$ cat config.mk
export PLATFORM = sky130hd
export DESIGN_NAME = alarm_table_matcher
export DESIGN_NICKNAME = d
export VERILOG_FILES = /design/src/rtl/core/alm_pkg.sv /design/src/rtl/core/alarm_table_matcher.sv
export SDC_FILE = /design/constraint.sdc
export NUM_CORES = 1
export LEC_CHECK = 0
export CELL_PAD_IN_SITES_DETAIL_PLACEMENT = 2
export CELL_PAD_IN_SITES_GLOBAL_PLACEMENT = 2
export CORE_MARGIN = 3
export CORE_UTILIZATION = 30
export CTS_BUF_LIST = sky130_fd_sc_hd__clkbuf_8
export DETAILED_ROUTE_END_ITERATION = 16
export DONT_BUFFER_PORTS = 1
export MAX_ROUTING_LAYER = met4
export PLACE_DENSITY_LB_ADDON = 0.12
export SLEW_MARGIN = 10
export SYNTH_ARGS = -nofsm -noshare
export SYNTH_HDL_FRONTEND = slang
export SYNTH_SLANG_ARGS = --single-unit
$ cat constraint.sdc
create_clock -name clock -period 7.95 [get_ports clock]
set_clock_uncertainty 0.2 [all_clocks]
set_input_delay 1.9875 -clock clock [delete_from_list [all_inputs] [get_ports clock]]
set_output_delay 1.9875 -clock clock [all_outputs]
set_load 0.01 [all_outputs]
$ cat src/rtl/core/alm_pkg.sv
// Shared types and constants for the alarm table matcher.
package alm_pkg;

   localparam int SLOTS = 8;
   localparam int SLOT_W = (SLOTS > 1) ? $clog2(SLOTS) : 1;
   localparam int CNT_W = $clog2(SLOTS + 1);
   localparam int SECS_PER_MIN = 60;
   localparam logic [7:0] MAX_RING_RESET = 8'd5;

   typedef enum logic [1:0] {
      ACT_TICK  = 2'd0,
      ACT_STOP  = 2'd1,
      ACT_WRITE = 2'd2,
      ACT_RSVD  = 2'd3
   } action_type;

   typedef enum logic [1:0] {
      MODE_ONCE    = 2'd0,
      MODE_DAILY   = 2'd1,
      MODE_WEEKDAY = 2'd2,
      MODE_NEVER   = 2'd3
   } mode_type;

   typedef enum logic [2:0] {
      ST_IDLE,
      ST_WALK,
      ST_LIMIT,
      ST_STOP,
      ST_DONE
   } state_type;

   typedef struct packed {
      logic [7:0] melody;
      logic [5:0] minute;
      logic [4:0] hour;
      logic       done;
      logic       active;
      logic       enable;
      logic [1:0] mode;
      logic [6:0] day_mask;
   } slot_type;

endpackage

$ cat src/rtl/core/alarm_table_matcher.sv
// Alarm table matcher: slot table in a one-port-read memory, walked once per tick and per ring stop.
// Tick: strobe after the slot walk and limit check, plus a stop walk if the time limit ends the ring.
// Stop while ringing: one stop walk; write, silent stop, unused code: no walk, straight to ST_DONE.
// busy is high until the result beat shows; the next item may start in that beat's cycle.
// The slot walk (one memory read and write-back per cycle) sets the tick latency.
// Synchronous reset clears control, the ring state and the slot valid bits at once.
module alarm_table_matcher
   import alm_pkg::*;
(
   input  logic        clock,
   input  logic        reset,
   input  logic        start,
   output logic        busy,
   input  logic [1:0]  req_action,
   input  logic [4:0]  req_hour,
   input  logic [5:0]  req_minute,
   input  logic [2:0]  req_weekday,
   input  logic [31:0] req_now_seconds,
   input  logic [2:0]  req_slot_index,
   input  logic        req_slot_enable,
   input  logic [1:0]  req_recurrence,
   input  logic [6:0]  req_day_mask,
   input  logic [7:0]  req_melody,
   output logic        rsp_valid,
   output logic        rsp_ring_started,
   output logic [2:0]  rsp_ring_slot,
   output logic [7:0]  rsp_ring_melody,
   output logic        rsp_ring_stopped,
   output logic        rsp_ringing,
   output logic        rsp_save_needed,
   input  logic        csr_we,
   input  logic [7:0]  csr_wdata
);

   slot_type              slot_mem [SLOTS];
   logic [SLOTS-1:0]      valid_ff;
   slot_type              rd_data_ff;
   logic                  rd_ok_ff;
   logic [SLOT_W-1:0]     rd_addr;
   logic                  wr_en;
   logic [SLOT_W-1:0]     wr_addr;
   slot_type              wr_data;

   state_type             state_ff, state_in;
   logic [CNT_W-1:0]      cnt_ff, cnt_in;
   logic                  pend_ff, pend_in;
   logic [SLOT_W-1:0]     proc_ff, proc_in;

   logic [4:0]            hour_ff;
   logic [5:0]            minute_ff;
   logic [2:0]            weekday_ff;
   logic [31:0]           now_ff;

   logic [7:0]            max_ring_ff;
   logic                  ring_active_ff, ring_active_in;
   logic [31:0]           ring_start_ff, ring_start_in;
   logic [2:0]            ring_slot_ff, ring_slot_in;

   logic                  started_ff, started_in;
   logic                  stopped_ff, stopped_in;
   logic                  save_ff, save_in;
   logic [7:0]            melody_ff, melody_in;

   logic                  rsp_valid_ff, rsp_valid_in;
   logic                  rsp_started_ff, rsp_stopped_ff, rsp_ringing_ff, rsp_save_ff;
   logic [2:0]            rsp_slot_ff;
   logic [7:0]            rsp_melody_ff;

   slot_type              cur;
   slot_type              tick_s;
   slot_type              stop_s;
   logic                  match;
   logic                  fire;
   logic                  tick_save;
   logic [32:0]           limit;
   logic                  over_limit;
   logic                  accept;
   logic                  last_proc;

   assign accept = start && (state_ff == ST_IDLE);
   assign busy = (state_ff != ST_IDLE);
   assign cur = rd_ok_ff ? rd_data_ff : '0;
   assign last_proc = (cnt_ff == CNT_W'(SLOTS));

   // Tick update of the slot coming out of the memory.
   always_comb begin
      tick_s = cur;
      tick_save = 1'b0;
      fire = 1'b0;
      match = (cur.hour == hour_ff) && (cur.minute == minute_ff);
      if (cur.enable) begin
         if (match) begin
            if (!cur.active) begin
               case (mode_type'(cur.mode))
                  MODE_ONCE, MODE_DAILY: fire = 1'b1;
                  MODE_WEEKDAY: fire = (weekday_ff != 3'd7) && cur.day_mask[weekday_ff];
                  default: fire = 1'b0;
               endcase
               if (fire) begin
                  tick_s.active = 1'b1;
               end
            end
         end else if (cur.done) begin
            tick_s.active = 1'b0;
            tick_s.done = 1'b0;
            if (mode_type'(cur.mode) == MODE_ONCE) begin
               tick_s.enable = 1'b0;
               tick_save = 1'b1;
            end
         end
      end
   end

   always_comb begin
      stop_s = cur;
      if (cur.active) begin
         stop_s.done = 1'b1;
      end
   end

   assign limit = {1'b0, ring_start_ff} +
                  33'(14'(max_ring_ff) * 14'(SECS_PER_MIN));
   assign over_limit = limit < {1'b0, now_ff};

   always_comb begin
      state_in = state_ff;
      cnt_in = cnt_ff;
      pend_in = pend_ff;
      proc_in = proc_ff;
      ring_active_in = ring_active_ff;
      ring_start_in = ring_start_ff;
      ring_slot_in = ring_slot_ff;
      started_in = started_ff;
      stopped_in = stopped_ff;
      save_in = save_ff;
      melody_in = melody_ff;
      rsp_valid_in = 1'b0;
      rd_addr = '0;
      wr_en = 1'b0;
      wr_addr = proc_ff;
      wr_data = tick_s;
      case (state_ff)
         ST_IDLE: begin
            if (accept) begin
               started_in = 1'b0;
               stopped_in = 1'b0;
               save_in = 1'b0;
               melody_in = '0;
               cnt_in = CNT_W'(1);
               pend_in = 1'b1;
               proc_in = '0;
               case (action_type'(req_action))
                  ACT_TICK: state_in = ST_WALK;
                  ACT_STOP: begin
                     if (ring_active_ff) begin
                        ring_active_in = 1'b0;
                        ring_start_in = '0;
                        stopped_in = 1'b1;
                        state_in = ST_STOP;
                     end else begin
                        state_in = ST_DONE;
                     end
                  end
                  ACT_WRITE: begin
                     wr_en = (32'(req_slot_index) < SLOTS);
                     wr_addr = SLOT_W'(req_slot_index);
                     wr_data = '{melody: req_melody, minute: req_minute, hour: req_hour,
                                 done: 1'b0, active: 1'b0, enable: req_slot_enable,
                                 mode: req_recurrence, day_mask: req_day_mask};
                     state_in = ST_DONE;
                  end
                  default: state_in = ST_DONE;
               endcase
            end
         end
         ST_WALK: begin
            // Read the next slot while writing back the one just processed.
            rd_addr = cnt_ff[SLOT_W-1:0];
            wr_en = pend_ff;
            wr_data = tick_s;
            if (fire && !ring_active_ff) begin
               ring_active_in = 1'b1;
               ring_slot_in = 3'(proc_ff);
               ring_start_in = now_ff;
               started_in = 1'b1;
               melody_in = cur.melody;
            end
            if (tick_save) begin
               save_in = 1'b1;
            end
            if (last_proc) begin
               pend_in = 1'b0;
               state_in = ST_LIMIT;
            end else begin
               proc_in = cnt_ff[SLOT_W-1:0];
               cnt_in = cnt_ff + CNT_W'(1);
            end
         end
         ST_LIMIT: begin
            cnt_in = CNT_W'(1);
            pend_in = 1'b1;
            proc_in = '0;
            if (ring_active_ff && over_limit) begin
               ring_active_in = 1'b0;
               ring_start_in = '0;
               stopped_in = 1'b1;
               state_in = ST_STOP;
            end else begin
               state_in = ST_DONE;
            end
         end
         ST_STOP: begin
            // Mark every active slot done.
            rd_addr = cnt_ff[SLOT_W-1:0];
            wr_en = pend_ff;
            wr_data = stop_s;
            if (last_proc) begin
               pend_in = 1'b0;
               state_in = ST_DONE;
            end else begin
               proc_in = cnt_ff[SLOT_W-1:0];
               cnt_in = cnt_ff + CNT_W'(1);
            end
         end
         ST_DONE: begin
            rsp_valid_in = 1'b1;
            state_in = ST_IDLE;
         end
         default: state_in = ST_IDLE;
      endcase
   end

   always_ff @(posedge clock) begin
      if (wr_en) begin
         slot_mem[wr_addr] <= wr_data;
      end
      rd_data_ff <= slot_mem[rd_addr];
   end

   always_ff @(posedge clock) begin
      if (reset) begin
         valid_ff <= '0;
         rd_ok_ff <= 1'b0;
      end else begin
         if (wr_en) begin
            valid_ff[wr_addr] <= 1'b1;
         end
         rd_ok_ff <= valid_ff[rd_addr];
      end
   end

   always_ff @(posedge clock) begin
      if (reset) begin
         state_ff <= ST_IDLE;
         cnt_ff <= '0;
         pend_ff <= 1'b0;
         max_ring_ff <= MAX_RING_RESET;
         ring_active_ff <= 1'b0;
         ring_start_ff <= '0;
         ring_slot_ff <= '0;
         rsp_valid_ff <= 1'b0;
      end else begin
         state_ff <= state_in;
         cnt_ff <= cnt_in;
         pend_ff <= pend_in;
         if (csr_we) begin
            max_ring_ff <= csr_wdata;
         end
         ring_active_ff <= ring_active_in;
         ring_start_ff <= ring_start_in;
         ring_slot_ff <= ring_slot_in;
         rsp_valid_ff <= rsp_valid_in;
      end
   end

   always_ff @(posedge clock) begin
      proc_ff <= proc_in;
      started_ff <= started_in;
      stopped_ff <= stopped_in;
      save_ff <= save_in;
      melody_ff <= melody_in;
      if (accept) begin
         hour_ff <= req_hour;
         minute_ff <= req_minute;
         weekday_ff <= req_weekday;
         now_ff <= req_now_seconds;
      end
      if (rsp_valid_in) begin
         rsp_started_ff <= started_ff;
         rsp_stopped_ff <= stopped_ff;
         rsp_save_ff <= save_ff;
         rsp_melody_ff <= melody_ff;
         rsp_slot_ff <= ring_slot_ff;
         rsp_ringing_ff <= ring_active_ff;
      end
   end

   assign rsp_valid = rsp_valid_ff;
   assign rsp_ring_started = rsp_started_ff;
   assign rsp_ring_slot = rsp_slot_ff;
   assign rsp_ring_melody = rsp_melody_ff;
   assign rsp_ring_stopped = rsp_stopped_ff;
   assign rsp_ringing = rsp_ringing_ff;
   assign rsp_save_needed = rsp_save_ff;

endmodule

==> results by group <==
Power and ir drop
  • Combinational share of power: 9.4%
  • Sw frac: 26.4%
  • Leakage power: 7.73 nW
  • PD cells: 236 mW/mm2
  • VDD IR max: 0.154 mV
  • Pint: 3.59 mW
  • Clock network fraction of total power: 40.5%
  • Switching Power: 1.29 mW
  • Sequential power share: 50.1%

STA
  • Post-layout min period: 7.27 ns
  • Max-slew headroom: 18.2%
  • Fin Setup TNS: 0 ns
  • Fmax: 0.137 GHz
  • Setup repair after global routing missed its margin: no
  • Crit share post-route: 91.5%
  • Slew Viols, Final: 0
  • Setup WS post-layout: 0.675 ns
  • Worst-margin pin slew: 1.23 ns
  • Final Hold Vio Count: 0
  • Setup violators final: 0

Synth
  • Syn Inst Count: 1567
  • Fraction of registers with async set/reset: 0%
  • Mapped Area: 0.0183 mm2
  • Main flop type after synthesis: edfxtp_1
  • Sequential element share of the synthesized area: 63.1%
  • Average footprint of a synthesized cell: 11.7 um2
  • Netlist cell types: 72
  • Post-synth EDFFs: 323
  • Synthesized flop and latch total: 416
  • Post-Synthesis Net Count: 1724
  • Yosys warns: 0

Route
  • Via Count: 12300
  • Via-to-Cell Ratio: 5.04
  • Total iterations of the first detailed-routing run: 5
  • Detailed Route Iter0 Violations: 584
  • Drt drc: 0
  • Routed length per placed instance: 22.7 um
  • Antenna Nets Post-Route: 0
  • Post-Route WL: 55.1 mm

Layout
  • Commonest non-fill, non-tap cells in the layout: edfxtp_1, nand2_1, nor2_1, inv_1
  • P&R area growth vs syn: 12.9%
  • Layout cells sized above 1: 10.5%
  • Most common cell after layout, fill and taps aside: edfxtp_1
  • # nets final: 1747

GRT
  • Largest net degree at the start of global routing: 73
  • First-pass GRT wire length: 84.1 mm
  • Total GRT Usage: 17.9%
  • Gr ovfl total: 0
  • Vias in the first global route: 13600
  • Initial antenna violation count: 5

Setup path
  • Crit-path most repeated cell: ha_1
  • CP Max Fanout: 13
  • Critical Path Max Stage Delay: 0.54 ns
  • CP Capture Type: flip-flop
  • Arrival time at the worst endpoint: 7.62 ns
  • Critical setup path kind: flip-flop to flip-flop
  • Critical path launch point type: flip-flop
  • Critical Path RT: 8.30 ns
  • Slowest-stage cell, CP: o311ai_2

Die
  • Die W: 253 um
  • Core area: 0.0597 mm2
  • Row count: 89
  • Initial Util: 30.7%
  • Die footprint: 0.0641 mm2
  • IO Count: 98
  • Die Height: 253 um

Clock tree
  • Reg clk slew, reported paths: 0.06 ns
  • Root buf cell: clkbuf_8
  • Clock buffer depth: 3
  • CTS Sinks: 416
  • Post CTS Setup Buffer Count: 0
  • Hold_buf cts: 0
  • Worst skew pair latency: 0.66 ns
  • CTS tree: built
  • H-Tree Depth: 3
  • Num CTS Buffers: 77

Min path
  • HP Class: flip-flop to flip-flop

Job
  • Max_cap viols: 0

Place
  • HPWL Detailed: 33.5 mm
  • Post-place setup slack: 0.134 ns
  • GPL Wtd Cong: 0.745
  • Port bufs: 0

Run status
  • Status: finished, final reports clean
cells in the mapped netlist, drive strengths merged (9+ instances only):
cell type / instances / area, um2
a21bo: 12 / 120
dfxtp: 93 / 1860
a21oi: 43 / 260
o21ai: 91 / 455
mux2i: 16 / 160
nor2b: 10 / 62.6
buf: 27 / 159
o211ai: 33 / 248
nor2: 152 / 571
fa: 14 / 280
xor2: 19 / 166
ha: 62 / 776
a22o: 21 / 184
xnor2: 21 / 184
edfxtp: 323 / 9700
o21a: 17 / 128
a31oi: 36 / 225
inv: 75 / 282
nor3: 46 / 235
clkbuf: 50 / 188
nand2: 230 / 863
nand4: 9 / 56.3
nand3: 67 / 335
flip-flops by register name, summed over array words and instances, names as in the netlist, 4 cells and up:
register and count:
rd_data_ff 31, cnt_ff 4, melody_ff 8, valid_ff 8
max_ring_ff 8, slot_mem 248, minute_ff 6, rsp_ring_melody 8
hour_ff 5, now_ff 32, ring_start_ff 32
final timing paths:
check,start,end,slack [ns],depth (start not counted)
worst min-delay path,melody_ff[5]$_SDFFCE_PN0P_,rsp_ring_melody[5]$_DFFE_PP_,0.23,0
worst max register to register,max_ring_ff[3]$_SDFFE_PP0P_,ring_start_ff[10]$_SDFFE_PP0P_,0.68,27
worst max-delay path,max_ring_ff[3]$_SDFFE_PP0P_,ring_start_ff[10]$_SDFFE_PP0P_,0.68,27
worst min register to register,melody_ff[5]$_SDFFCE_PN0P_,rsp_ring_melody[5]$_DFFE_PP_,0.23,0
worst max-delay path, delay by kind of cell, from the launching register on:
kind	cells	cell delay, ns
xor+xnor	1	0.15
buf+inv	4	0.73
compound gates	11	2.73
flops	1	0.40
simple gates	6	0.90
fa+ha+maj	5	2.05
timing repair:
action,CTS,global route
hold endpoints to repair,0,0
gates resized for setup,0,3
endpoints found under the setup margin,0,21
through the flow:
stage / instances / util, % / hold slack, ns / total power, mW / cell area [um2]
floorplan: 1567 / - / 0.200 / 2.80 / 18300
global placement: 2283 / 32.1 / 0.205 / 2.95 / 19200
detailed placement: 2283 / 32.1 / 0.216 / 2.96 / 19200
CTS: 2426 / 34.6 / 0.227 / 4.99 / 20600
global route: 2431 / 34.7 / 0.231 / 5.14 / 20700
finish: 2431 / 34.7 / 0.226 / 4.88 / 20700
layer usage:
layer | up-vias | global-route usage, % | routed length, um | part of all wire (%)
li1 | 5722 | - | - | -
met1 | 6282 | 21.2 | 24100 | 44
met5 | - | - | 0 | 0
met4 | 0 | 5.95 | 1330 | 2.4
met2 | 178 | 30.4 | 27600 | 50
met3 | 82 | 3.96 | 2200 | 4.0
power by group through the flow:
| stage | combinational, mW | clock (mW) | sequential [mW] |
|---|---|---|---|
| floorplan | 0.326 | 0 | 2.47 |
| global placement | 0.458 | 0 | 2.49 |
| detailed placement | 0.468 | 0 | 2.49 |
| CTS | 0.472 | 2.07 | 2.45 |
| global route | 0.527 | 2.16 | 2.45 |
| finish | 0.461 | 1.98 | 2.45 |
final cells by class:
| class | instances | area [um2] |
|---|---|---|
| Fill cell | 6256 | 39000 |
| Sequential cell | 416 | 11600 |
| Multi-Input combinational cell | 1000 | 6260 |
| Clock buffer | 85 | 1170 |
| Tap cell | 773 | 967 |
| Clock inverter | 58 | 292 |
| Inverter | 75 | 282 |
| Timing Repair Buffer | 20 | 150 |
| Antenna cell | 4 | 10.0 |
logic make-up (layout without fill, tap and decap cells):
kind of cell | count (synthesis) | count (layout) | share of synthesized area [%]
AOI/OAI and AO/OA | 307 | 308 | 11.5
xor gates and xnor gates | 40 | 40 | 1.91
adders and majority gates | 76 | 76 | 5.76
buffers and inverters | 152 | 238 | 3.43
DFF | 416 | 416 | 63.1
muxes | 17 | 17 | 0.997
other | 0 | 4 | 0
and+or+nand+nor | 559 | 559 | 13.3
Note: power is estimated with default switching activity, not from simulation.
